`src/rtl/assert_macros.svh`:
```
// Assertion macros used by the top-level RTL file of the dual-channel FIR block
`ifndef ASSERT_MACROS_SVH
`define ASSERT_MACROS_SVH

// Check a property on every rising clock edge outside reset
`define ASSERT_ALWAYS(label, prop, msg) \
  label: assert property (@(posedge clk_i) disable iff (!rst_ni) (prop)) \
    else $error(msg);

// Check that an antecedent implies a consequent in the same cycle
`define ASSERT_IMPLY(label, ante, cons, msg) \
  label: assert property (@(posedge clk_i) disable iff (!rst_ni) (ante) |-> (cons)) \
    else $error(msg);

`endif

```
`src/rtl/dcfir_pkg.sv`:
```
// Package with beat types, sizes and the coefficient table of the FIR block
package dcfir_pkg;

  localparam int unsigned SampleWidth = 16;
  localparam int unsigned DcWidth     = 16;
  localparam int unsigned TapCountDef = 51;
  localparam int unsigned CoefCount   = 51;
  localparam int unsigned CoefWidth   = 12;
  localparam int unsigned CoefIdxW    = $clog2(CoefCount);
  localparam int unsigned TapArgW     = 8;
  localparam int unsigned FracBits    = 15;

  typedef struct packed {
    logic signed [SampleWidth-1:0] red_ac_sample;
    logic signed [SampleWidth-1:0] ir_ac_sample;
    logic        [DcWidth-1:0]     red_dc_level;
    logic        [DcWidth-1:0]     ir_dc_level;
  } in_beat_t;

  typedef struct packed {
    logic signed [SampleWidth-1:0] red_filtered;
    logic signed [SampleWidth-1:0] ir_filtered;
    logic        [DcWidth-1:0]     red_dc_out;
    logic        [DcWidth-1:0]     ir_dc_out;
  } out_beat_t;

  // Symmetric low-pass taps in Q1.15, summing to 32768
  localparam logic [CoefWidth-1:0] CoefTable [CoefCount] = '{
    12'd0,    12'd5,    12'd13,   12'd23,   12'd39,   12'd61,   12'd91,
    12'd131,  12'd180,  12'd240,  12'd312,  12'd393,  12'd485,  12'd585,
    12'd691,  12'd801,  12'd914,  12'd1025, 12'd1133, 12'd1234, 12'd1325,
    12'd1403, 12'd1467, 12'd1514, 12'd1543, 12'd1552, 12'd1543, 12'd1514,
    12'd1467, 12'd1403, 12'd1325, 12'd1234, 12'd1133, 12'd1025, 12'd914,
    12'd801,  12'd691,  12'd585,  12'd485,  12'd393,  12'd312,  12'd240,
    12'd180,  12'd131,  12'd91,   12'd61,   12'd39,   12'd23,   12'd13,
    12'd5,    12'd0
  };

  // Look up one tap weight; taps past the table weigh zero
  function automatic logic [CoefWidth-1:0] coef_at(input logic [TapArgW-1:0] idx);
    logic [CoefWidth-1:0] c;
    c = '0;
    if (idx < TapArgW'(CoefCount)) begin
      c = CoefTable[idx[CoefIdxW-1:0]];
    end
    return c;
  endfunction

endpackage

```
`src/rtl/dcfir_stream_if.sv`:
```
// Valid/ready stream interface carrying one payload beat
interface dcfir_stream_if #(
  parameter type payload_t = logic
) ();
  logic     valid;
  logic     ready;
  payload_t data;

  modport source (output valid, output data, input ready);
  modport sink   (input valid, input data, output ready);
endinterface

```
`src/rtl/dcfir_ram.sv`:
```
// Generic RAM with one write port and one registered read port
module dcfir_ram #(
  parameter int unsigned Width = 32,
  parameter int unsigned Depth = 64
) (
  input  logic                     clk_i,
  input  logic                     we_i,
  input  logic [$clog2(Depth)-1:0] waddr_i,
  input  logic [Width-1:0]         wdata_i,
  input  logic [$clog2(Depth)-1:0] raddr_i,
  output logic [Width-1:0]         rdata_o
);

  logic [Width-1:0] mem_q [Depth];
  logic [Width-1:0] rdata_q;

  // Write on enable, read every cycle
  always_ff @(posedge clk_i) begin
    if (we_i) begin
      mem_q[waddr_i] <= wdata_i;
    end
    rdata_q <= mem_q[raddr_i];
  end

  assign rdata_o = rdata_q;

endmodule

```
`src/rtl/dual_channel_fir_lowpass.sv`:
```
// After an input beat is taken the block steps through the run, drain and finish states
// and then loads the output register; it takes no new input beat until it is idle again,
// with one shared delay-line RAM read port feeding one multiply-accumulate per channel per tap.
// The output register holds a finished beat while the next input beat is taken.
// Reset clears control state; taps not yet written since reset read as zero via a fill count.
// Top level: two-channel FIR low-pass filter over a shared delay-line RAM
module dual_channel_fir_lowpass #(
  parameter int unsigned TapCount = dcfir_pkg::TapCountDef
) (
  input logic                  clk_i,
  input logic                  rst_ni,
  dcfir_stream_if.sink         in_i,
  dcfir_stream_if.source       out_o
);

  import dcfir_pkg::*;

  `include "assert_macros.svh"

  localparam int unsigned AddrW  = $clog2(TapCount);
  localparam int unsigned FillW  = $clog2(TapCount + 1);
  localparam int unsigned RamW   = 2 * SampleWidth;
  localparam int unsigned ProdW  = SampleWidth + CoefWidth + 1;
  localparam int unsigned AccW   = ProdW + $clog2(TapCount) + 1;
  localparam logic [AddrW-1:0] LastTap = AddrW'(TapCount - 1);
  localparam logic signed [AccW-1:0] RoundHalf = AccW'(2 ** (FracBits - 1));
  localparam logic signed [AccW-1:0] SatMax    = AccW'(2 ** (SampleWidth - 1) - 1);
  localparam logic signed [AccW-1:0] SatMin    = ~SatMax;

  typedef enum logic [1:0] {
    StIdle,
    StRun,
    StDrain,
    StFinish
  } st_e;

  st_e              state_q, state_d;
  logic [AddrW-1:0] wr_pos_q, wr_pos_d;
  logic [AddrW-1:0] rd_addr_q, rd_addr_d;
  logic [AddrW-1:0] tap_q, tap_d;
  logic [FillW-1:0] fill_q, fill_d;
  logic             out_valid_q, out_valid_d;
  out_beat_t        out_data_q, out_data_d;

  logic             in_fire;
  logic             issue;
  logic [RamW-1:0]  ram_rdata;

  logic             s1_vld_q, s1_last_q, s2_vld_q, s2_last_q;
  logic [AddrW-1:0] s1_tap_q;
  logic             s1_live;

  logic signed [SampleWidth-1:0] ram_red, ram_ir;
  logic signed [CoefWidth:0]     coef_s;
  logic signed [ProdW-1:0]       prod_red_d, prod_ir_d, prod_red_q, prod_ir_q;
  logic signed [AccW-1:0]        acc_red_q, acc_ir_q;
  logic [DcWidth-1:0]            red_dc_q, ir_dc_q;

  // Round half up, drop the fraction and clamp to the sample range
  function automatic logic signed [SampleWidth-1:0] round_sat(
    input logic signed [AccW-1:0] acc
  );
    logic signed [AccW-1:0] shf;
    logic signed [AccW-1:0] lim;
    shf = (acc + RoundHalf) >>> FracBits;
    lim = shf;
    if (shf > SatMax) begin
      lim = SatMax;
    end else if (shf < SatMin) begin
      lim = SatMin;
    end
    return lim[SampleWidth-1:0];
  endfunction

  assign in_i.ready  = (state_q == StIdle);
  assign in_fire     = in_i.valid && (state_q == StIdle);
  assign issue       = (state_q == StRun);
  assign out_o.valid = out_valid_q;
  assign out_o.data  = out_data_q;

  // Delay lines of both channels share one entry per time step
  dcfir_ram #(
    .Width (RamW),
    .Depth (TapCount)
  ) u_delay_ram (
    .clk_i   (clk_i),
    .we_i    (in_fire),
    .waddr_i (wr_pos_q),
    .wdata_i ({in_i.data.red_ac_sample, in_i.data.ir_ac_sample}),
    .raddr_i (rd_addr_q),
    .rdata_o (ram_rdata)
  );

  // Sequence write, tap reads, drain and result hand-off
  always_comb begin
    state_d     = state_q;
    wr_pos_d    = wr_pos_q;
    rd_addr_d   = rd_addr_q;
    tap_d       = tap_q;
    fill_d      = fill_q;
    out_valid_d = out_valid_q;
    out_data_d  = out_data_q;

    if (out_valid_q && out_o.ready) begin
      out_valid_d = 1'b0;
    end

    unique case (state_q)
      StIdle: begin
        if (in_fire) begin
          state_d   = StRun;
          tap_d     = '0;
          rd_addr_d = wr_pos_q;
          wr_pos_d  = (wr_pos_q == LastTap) ? '0 : wr_pos_q + 1'b1;
          if (fill_q < FillW'(TapCount)) begin
            fill_d = fill_q + 1'b1;
          end
        end
      end
      StRun: begin
        tap_d     = tap_q + 1'b1;
        rd_addr_d = (rd_addr_q == '0) ? LastTap : rd_addr_q - 1'b1;
        if (tap_q == LastTap) begin
          state_d = StDrain;
        end
      end
      StDrain: begin
        if (s2_vld_q && s2_last_q) begin
          state_d = StFinish;
        end
      end
      StFinish: begin
        if (!out_valid_q || out_o.ready) begin
          out_valid_d             = 1'b1;
          out_data_d.red_filtered = round_sat(acc_red_q);
          out_data_d.ir_filtered  = round_sat(acc_ir_q);
          out_data_d.red_dc_out   = red_dc_q;
          out_data_d.ir_dc_out    = ir_dc_q;
          state_d                 = StIdle;
        end
      end
      default: state_d = StIdle;
    endcase
  end

  // Hold state, counters and the output beat
  always_ff @(posedge clk_i or negedge rst_ni) begin
    if (!rst_ni) begin
      state_q     <= StIdle;
      wr_pos_q    <= '0;
      rd_addr_q   <= '0;
      tap_q       <= '0;
      fill_q      <= '0;
      out_valid_q <= 1'b0;
      out_data_q  <= '0;
    end else begin
      state_q     <= state_d;
      wr_pos_q    <= wr_pos_d;
      rd_addr_q   <= rd_addr_d;
      tap_q       <= tap_d;
      fill_q      <= fill_d;
      out_valid_q <= out_valid_d;
      out_data_q  <= out_data_d;
    end
  end

  // Advance the pipeline valid and last-tap flags
  always_ff @(posedge clk_i or negedge rst_ni) begin
    if (!rst_ni) begin
      s1_vld_q  <= 1'b0;
      s1_last_q <= 1'b0;
      s2_vld_q  <= 1'b0;
      s2_last_q <= 1'b0;
      s1_tap_q  <= '0;
    end else begin
      s1_vld_q  <= issue;
      s1_last_q <= issue && (tap_q == LastTap);
      s2_vld_q  <= s1_vld_q;
      s2_last_q <= s1_last_q;
      s1_tap_q  <= tap_q;
    end
  end

  // Drop taps older than the samples written since reset
  assign s1_live    = s1_vld_q && (FillW'(s1_tap_q) < fill_q);
  assign ram_red    = $signed(ram_rdata[RamW-1:SampleWidth]);
  assign ram_ir     = $signed(ram_rdata[SampleWidth-1:0]);
  assign coef_s     = $signed({1'b0, coef_at(TapArgW'(s1_tap_q))});
  assign prod_red_d = ram_red * coef_s;
  assign prod_ir_d  = ram_ir * coef_s;

  // Register products, accumulate, and capture the DC levels
  always_ff @(posedge clk_i) begin
    prod_red_q <= s1_live ? prod_red_d : '0;
    prod_ir_q  <= s1_live ? prod_ir_d : '0;
    if (in_fire) begin
      acc_red_q <= '0;
      acc_ir_q  <= '0;
      red_dc_q  <= in_i.data.red_dc_level;
      ir_dc_q   <= in_i.data.ir_dc_level;
    end else if (s2_vld_q) begin
      acc_red_q <= acc_red_q + AccW'(prod_red_q);
      acc_ir_q  <= acc_ir_q + AccW'(prod_ir_q);
    end
  end

  `ASSERT_IMPLY(a_out_from_finish, $rose(out_valid_q), $past(state_q == StFinish),
                "output beat raised outside the finish state")
  `ASSERT_IMPLY(a_last_in_drain, s2_vld_q && s2_last_q, state_q == StDrain,
                "last product arrived outside the drain state")
  `ASSERT_ALWAYS(a_fill_bound, fill_q <= FillW'(TapCount),
                 "fill count exceeds the tap count")
  `ASSERT_IMPLY(a_no_read_when_idle, state_q == StIdle, !s1_vld_q && !s2_vld_q,
                "tap pipeline busy while idle")

endmodule

```
`src/flat_wrapper.sv`:
```
// flat-port wrapper written by rule: the top's interface ports become plain ports
module dual_channel_fir_lowpass_flat import dcfir_pkg::*;
#(
  parameter int unsigned TapCount = dcfir_pkg::TapCountDef
)
  (clk_i, rst_ni, in_i_valid, in_i_data, in_i_ready, out_o_valid, out_o_data, out_o_ready);
  dcfir_stream_if #(.payload_t(in_beat_t)) in_i_i ();
  dcfir_stream_if #(.payload_t(out_beat_t)) out_o_i ();
  input logic clk_i;
  input logic rst_ni;
  input wire logic [$bits(in_i_i.valid)-1:0] in_i_valid;
  input wire logic [$bits(in_i_i.data)-1:0] in_i_data;
  output wire logic [$bits(in_i_i.ready)-1:0] in_i_ready;
  output wire logic [$bits(out_o_i.valid)-1:0] out_o_valid;
  output wire logic [$bits(out_o_i.data)-1:0] out_o_data;
  input wire logic [$bits(out_o_i.ready)-1:0] out_o_ready;
  assign in_i_i.valid = in_i_valid;
  assign in_i_i.data = in_i_data;
  assign in_i_ready = in_i_i.ready;
  assign out_o_valid = out_o_i.valid;
  assign out_o_data = out_o_i.data;
  assign out_o_i.ready = out_o_ready;
  dual_channel_fir_lowpass #(.TapCount(TapCount)) u_core (.clk_i(clk_i), .rst_ni(rst_ni), .in_i(in_i_i), .out_o(out_o_i));
endmodule
```
`config.mk`:
```
export PLATFORM = sky130hd
export DESIGN_NAME = dual_channel_fir_lowpass_flat
export DESIGN_NICKNAME = d
export VERILOG_FILES = /design/src/rtl/dcfir_pkg.sv /design/src/rtl/dcfir_stream_if.sv /design/src/rtl/dcfir_ram.sv /design/src/rtl/dual_channel_fir_lowpass.sv /design/src/flat_wrapper.sv
export VERILOG_INCLUDE_DIRS = /design/src /design/src/rtl
export SDC_FILE = /design/constraint.sdc
export NUM_CORES = 2
export LEC_CHECK = 0
export BUFFER_PORTS_ARGS = -buffer_cell sky130_fd_sc_hd__clkbuf_2
export CAP_MARGIN = 10
export CORE_AREA = 2 2 375 414
export CTS_CLUSTER_SIZE = 8
export DETAILED_ROUTE_END_ITERATION = 12
export DIE_AREA = 0 0 377 416
export PLACE_DENSITY = 0.76
export SLEW_MARGIN = 20
export SYNTH_ARGS = -nofsm -noshare
export SYNTH_HDL_FRONTEND = slang
export SYNTH_SLANG_ARGS = --single-unit
export TNS_END_PERCENT = 5
```
`constraint.sdc`:
```
create_clock -name clk_i -period 10.14 [get_ports clk_i]
set_clock_uncertainty 0.05 [all_clocks]
set_input_delay 2.028 -clock clk_i [delete_from_list [all_inputs] [get_ports clk_i]]
set_output_delay 2.028 -clock clk_i [all_outputs]
set_load 0.02 [all_outputs]
```
# --- After elaboration in Yosys (flattened, before gate mapping) ---
# Memories as Yosys holds them, arrays and structs flattened. A register that Yosys moved wholly into a read port is not among the register bits.
# Cells that the tools add are included.
word_totals:
  ff_bits: 263
  latchBits: 0
  mem_bits_rw: 1632
  romBits: 768
  input_bits: 68
  out_inout_bits: 66
  word_cells: 89
  mem_count: 2
memory_table:
  columns: ["name", "words", "word_bits", "rd", "rd_clocked_by_memory_dff", "write_ports", "line_no", "rtl"]
  rows:
  - ["u_core.u_delay_ram.mem_q", 51, 32, 1, 1, 1, "dcfir_ram.sv:14", "logic [Width-1:0] mem_q [Depth];"]
  - ["(no name shown)", 64, 12, 1, 0, 0, "dcfir_pkg.sv:44", "c = CoefTable[idx[CoefIdxW-1:0]];"]
op_classes:
  addsub: 8
  n_mul: 2
  n_div: 0
  magnitude_cmp: 8
  n_eq_ne: 9
  n_shift: 0
  mux: 23
  bitwise: 1
  reduce_logical: 15
ops:
  columns: ["operator", "count"]
  rows:
  - ["adder 36 x 16 -> 36 bit (second input constant)", 2]
  - ["adder 36 x 29 -> 36 bit", 2]
  - ["2-to-1 mux 16 bit", 4]
  - ["multiplier 16 x 13 -> 29 bit", 2]
  - ["> comparator 21 x 16 -> 1 bit (second input constant)", 2]
  - ["less-than comparator 21 x 16 -> 1 bit (second input constant)", 2]
  - ["2-to-1 mux 12 bit", 3]
  - ["2-to-1 mux 6 bit", 4]
  - ["case mux 6 bit (2 select lines)", 2]
  - ["adder 6 x 1 -> 6 bit (second input constant)", 3]
  - ["equality test 6 bit (second input constant)", 2]
  - ["less-than comparator 6 bit (second input constant)", 2]
  - ["2-to-1 mux 2 bit", 4]
  - ["case mux 2 bit (4 select lines)", 1]
  - ["greater-or-equal comparator 7 bit (second input constant)", 1]
  - ["NOT 6 -> 7 bit", 1]
  - ["zero test 6 bit", 1]
  - ["less-than comparator 6 bit", 1]
  - ["inequality test 2 x 1 -> 1 bit (second input constant)", 3]
  - ["AND reduction 2 bit", 3]
  - ["subtractor 6 x 1 -> 6 bit (second input constant)", 1]
  - ["logical AND 1 bit", 5]
  - ["2-to-1 mux 1 bit", 5]
  - ["equality test 2 bit (second input constant)", 2]
  - ["8 further kinds", 8]

# --- Depth between registers and ports, before layout ---
logic_depth:
  word_depth: 6
  mapped_depth: 32
  depth_no_buf: 30

# --- Modules after synthesis ---
# Synthesis repeated with hierarchy kept, for this count alone.
unflattened:
  cells_unflattened: 6069
  area_unflattened_um2: 91064.8
modules_own_cells:
  columns: ["mod", "instances", "cells_each", "area_each_um2", "seq_area_each_um2"]
  rows:
  - ["dcfir_ram", 1, 2845, 63303.2, 49647.6]
  - ["dual_channel_fir_lowpass", 1, 3224, 27761.6, 6090.8]

# --- Worst setup path before layout ---
# Ideal clock, no wire load.
synth_path:
  kind: "register to register"
  start: "register u_core.s1_tap_q[1]"
  end: "register u_core.prod_ir_q[27]"
  setup_ps: 128
  arrival_time_ps: 7250
  required_time_ps: 9962
  path_slack_ps: 2712
  path_stages_with_launch: 29
  path_buffers: 2
  synth_period_minus_slack_ps: 7428
  path_cell_list: "dfrtp_1 -> clkbuf_1 -> inv_1 -> ha_1 -> mux4_2 -> a21oi_1 -> nor2_1 -> a21oi_1 -> clkbuf_1 -> nand2_1 -> fa_1 -> fa_1 -> inv_1 -> fa_1 -> fa_1 -> inv_1 -> fa_1 -> inv_1 -> ha_1 -> a21o_1 -> a21o_1 -> a21o_1 -> or3_1 -> a211oi_1 -> o31ai_1 -> nor2_1 -> o21bai_1 -> xnor2_1 -> nor2_1"
synth_between:
  elab_chain_cells: 6
  elab_cells_between_ends: 9
  cone_classes: "mul: 1; order compare: 2; mux: 3; bitwise: 1; reduce/logical: 1; memory: 1"
synth_lines:
  columns: ["element", "line_no", "rtl"]
  rows:
  - ["start, declared", "dual_channel_fir_lowpass.sv:50", "logic [AddrW-1:0] s1_tap_q;"]
  - ["start signal, assigned", "dual_channel_fir_lowpass.sv:180", "s1_tap_q <= tap_q;"]
  - ["NOT 6 -> 7 bit (not written as such)", "dcfir_pkg.sv:44", null]
  - ["memory read (64 x 12 bit)", null, null]
  - ["2-to-1 mux 12 bit (not written as such) (2 in series)", "dcfir_pkg.sv:44", null]
  - ["2-to-1 mux 12 bit", "dcfir_pkg.sv:43", "if (idx < TapArgW'(CoefCount)) begin"]
  - ["multiplier 16 x 13 -> 29 bit", "dual_channel_fir_lowpass.sv:190", "assign prod_ir_d = ram_ir * coef_s;"]
  - ["end signal, assigned", "dual_channel_fir_lowpass.sv:195", "prod_ir_q <= s1_live ? prod_ir_d : '0;"]
  - ["end, declared", "dual_channel_fir_lowpass.sv:55", "logic signed [ProdW-1:0] prod_red_d, prod_ir_d, prod_red_q, prod_ir_q;"]
# Parallel ways exist; a longest one is shown, timed or not. The select of a mux whose other input is x is not followed.
# A chain may end at the register's enable or synchronous reset.

# --- Final worst setup path ---
layout_path:
  start: "register u_core.s1_tap_q[2]"
  end: "register u_core.prod_ir_q[27]"
# Same word-level chain as after synthesis.

==> results.md <==
- The flow ran to the end, and the final reports show no timing, DRC or antenna violations.
- The total number of H-tree levels is 5.
- The final hold violation count was 0.
- The most frequently used flop master after synthesis is edfxtp_1.
- The width of the die is 377 microns.
- The total global routing overflow is 0.
- Across the VDD grid, the largest voltage drop is 0.215 mV.
- The via count is 53,079.
- Among the stages of the critical path, the cell type that occurs most often is fa_1.
- The synthesized area divided by synthesized cell count is 15.2 sq um.
- The worst stage delay on the critical path is 0.95 ns.
- The fraction of the cycle the final worst path needs is 86.4%.
- The kind of capture point of the worst setup path is a register.
- The count of buffer and inverter cells on the critical path is 4.
- Summed over all failing endpoints, the final setup total negative slack is 0 ns.
- The area of the multi-input gates is 32,500 sq um.
- The maximum number of pins on one net before global-route repair is 150.
- Counting along the longest clock path gives a buffer depth of 4.
- The total count of max-transition violations in the final report was 0.
- The data required time of the worst path is 10.79 ns.
- The post-layout minimum cycle time is between 8 and 9 ns.
- For this block, the routed nets add up to 232,000 microns of wire.
- The number of synthesis warnings is 0.
- The detailed-placement wirelength estimate is 130,000 microns.
- The basic-gate share of the synthesized area counting and, or, nand and nor cells is 6.85%.
- By startpoint and endpoint, the worst setup path is classified as register to register.
- The full die area is 157,000 sq um.
- Setup repair after global routing left no endpoint under its margin.
- The xor-xnor portion of the synthesized cell area is 1.37%.
- The largest fanout of any net on the critical path is 30.
- The initial antenna violation count is 12.
- The first detailed-routing pass took 5 iterations.
- The weighted congestion reported at the end of routability-driven placement is 0.866.
- The critical path's slowest cell is dfrtp_1.
- The area of the core region is 153,000 sq um.
- For the worst-skew pair, the clock arrives at the later sink with an insertion delay of 0.92 ns.
- For this run, the post-layout net count is 6,843.
- Of the cells placed in the final design, the portion with a size suffix greater than 1 is 18.4%.
- The share of flip-flops with an asynchronous set or reset is around 5.2%.
- The final routed wire length divided by cell count is 28.0 microns.
- The highest clock frequency the design can meet is 114 MHz.
- The number of CTS-inserted buffers is between 200 and 300.
- The vertical die dimension is 416 microns.
- The number of design rule violations left after detail routing is 0.
- The detail route stage leaves a number of antenna-violating nets equal to 0.
- The family with the most delay on the worst path is adder cells.
- Setup violations remaining at the end of the flow were counted as 0.
- After filler insertion, the fill cell instance count of the layout stands at 9,913.
- The share of synthesized area spent on multiplexers is 12.4%.
- Final hold analysis gives a worst-case slack of between 0.3 and 0.4 ns.
- The worst setup path is launched from a register.
- The number of nets in the synthesized netlist is 6,604.
- The post-synthesis to final-layout area growth is 12.1%.
- Yosys mapped a number of flops with a built-in enable equal to between 1,500 and 2,000.
- For the pin with the worst max-slew slack, the measured transition is 1.18 ns.
- The clock root buffer master is clkbuf_16.
- The initialized floorplan defines 151 standard-cell rows.
- The global-route wire length before repair is 346,000 microns.
- Buffers placed on the I/O ports in this run total around 130.
- Once the clock tree was built, the setup fixing pass inserted 0 buffers.
- The number of clock sinks is 1,927.
- The netlist area before placement is 91,100 sq um.
- Measured against its own limit, the worst slew margin works out to 20.6%.
- The part of the Yosys area used for sequential elements is 61.2%.
- The synthesized netlist devotes 4.36% of its cell area to compound gates.
- The number of different library cells in the post-synthesis netlist is 107.
- The end-of-flow core utilization is 66.7%.
- For this run, the number of standard cells in the final layout without fillers is between 8,000 and 9,000.
- In this run the worst hold path is classified as register to register.
- The number of global-route vias before repair is between 50,000 and 60,000.
- The instance count after placement with tap cells included is around 7,900.
- For this design the ratio of total power to cell area is 169 nW/um^2.
- After technology mapping, the gate count stands at about 6,000.
- The detailed router finished its first iteration with 5,974 violations.
- The number of violations of the max-capacitance limit is 0.
- The synthesized netlist devotes between 10% and 20% of its cell area to adder and majority cells.
- For this run, the total global-route usage over all layers was measured as 29.9%.
- The standby leakage power is 37.9 nW.
- The post-synthesis register bit count is 1,927.
- The dominant combinational cell family by area after synthesis is multiplexers.
- The number of top-level design ports is 134.
- The hold-fix buffer count after cts is 0.
- The signal arrival time at the worst endpoint is about 9.4 ns.
- The CTS tree is done.
- The number of resized instances in the post-cts repair step is 0.
- After clock tree synthesis, the clock-pin slew on the worst setup and hold paths is 0.04 ns.
- Once the floorplan was initialized, standard cells occupied 59.5% of the core.
- The register area is 55,800 sq um.
- Using the TritonRoute via totals, the vias-per-cell ratio works out to 6.42.
## power breakdown
part	internal [mW]	total, mW	switching [mW]	leakage (nW)
clock	5.28	8.51	3.23	3.81
combinational	0.0120	0.134	0.123	16.4
sequential	8.63	8.63	0	17.6
total	13.9	17.3	3.36	37.9
## per-stage QoR
step           area (sq um)  total power, mW  setup WS, ns
2_1_floorplan         91100             8.77          2.71
3_3_place_gp          94300             8.89          1.70
3_5_place_dp          94300             8.90          1.44
4_1_cts              102000             17.4          1.37
5_1_grt              102000             17.7         0.682
6_report             102000             17.3          1.38
## final cells by class
class / instances / share of cell area [%]
Sequential cell: 1927 / 54.6
Antenna cell: 3 / 0.00735
Multi-Input combinational cell: 3226 / 31.8
Clock buffer: 343 / 7.53
Clock inverter: 7 / 0.104
Timing Repair Buffer: 234 / 1.50
Inverter: 542 / 2.00
Tap cell: 1989 / 2.44
## registers in the layout, summed over array words and instances (netlist names), 29 cells and up
signal,flops
u_core.acc_red_q,36
u_core.u_delay_ram.mem_q,1632
u_core.prod_red_q,29
u_core.out_o.data,64
u_core.prod_ir_q,29
u_core.u_delay_ram.rdata_o,32
u_core.acc_ir_q,36
## metal layers
metal	up-vias	routed length (microns)	track usage, %	part of all wire [%]
met2	3185	117000	50.7	51
met1	27015	81700	37.5	35
met5	-	62	0	0.027
met4	8	10800	13.6	4.7
met3	654	21700	5.78	9.4
li1	22217	-	-	-
## Yosys cell counts (54+ instances only)
cell type / number / share of area [%]
fa_1: 324 / 7.1
nor2b_1: 79 / 0.54
ha_1: 228 / 3.1
buf_2: 57 / 0.31
edfxtp_1: 1664 / 55
a21oi_1: 145 / 0.80
clkbuf_1: 188 / 0.77
mux4_2: 451 / 11
dfrtp_1: 101 / 2.8
o21ai_0: 122 / 0.67
inv_1: 538 / 2.2
nand2_1: 513 / 2.1
nor2_1: 446 / 1.8
mux2i_1: 77 / 0.85
a21o_1: 54 / 0.45
xnor2_1: 84 / 0.81
and2_1: 129 / 0.89
dfxtp_1: 162 / 3.6
## path summary, 6_finish.rpt
path	from	end	slack, ns	cells past startpoint
max	u_core.s1_tap_q[2]	u_core.prod_ir_q[27]	1.38	25
min	u_core.s1_last_q	u_core.s2_last_q	0.30	0
max reg2reg	u_core.s1_tap_q[2]	u_core.prod_ir_q[27]	1.38	25
max in group asynchronous	rst_ni	u_core.rd_addr_q[4]	7.60	2
min reg2reg	u_core.s1_last_q	u_core.s2_last_q	0.30	0
min in group asynchronous	rst_ni	u_core.out_o.data[18]	1.14	1
## cells by family after synthesis
kind of cell / count (synthesis)
compound gates: 597
xor+xnor: 139
fa+ha+maj: 552
buf+inv: 831
flops: 1927
mux: 558
simple gates: 1380
## layout by cell type (no fill, tap or decap), types with 116 or more instances in the layout
cell type and n:
a21oi_1 142, and2_1 128, clkbuf_16 300, clkbuf_2 116, dfxtp_1 162, edfxtp_1 1664, fa_1 324, ha_1 228
inv_1 536, mux4_2 451, nand2_1 512, nor2_1 397, o21ai_0 121
Note: power is estimated with default switching activity, not from simulation.
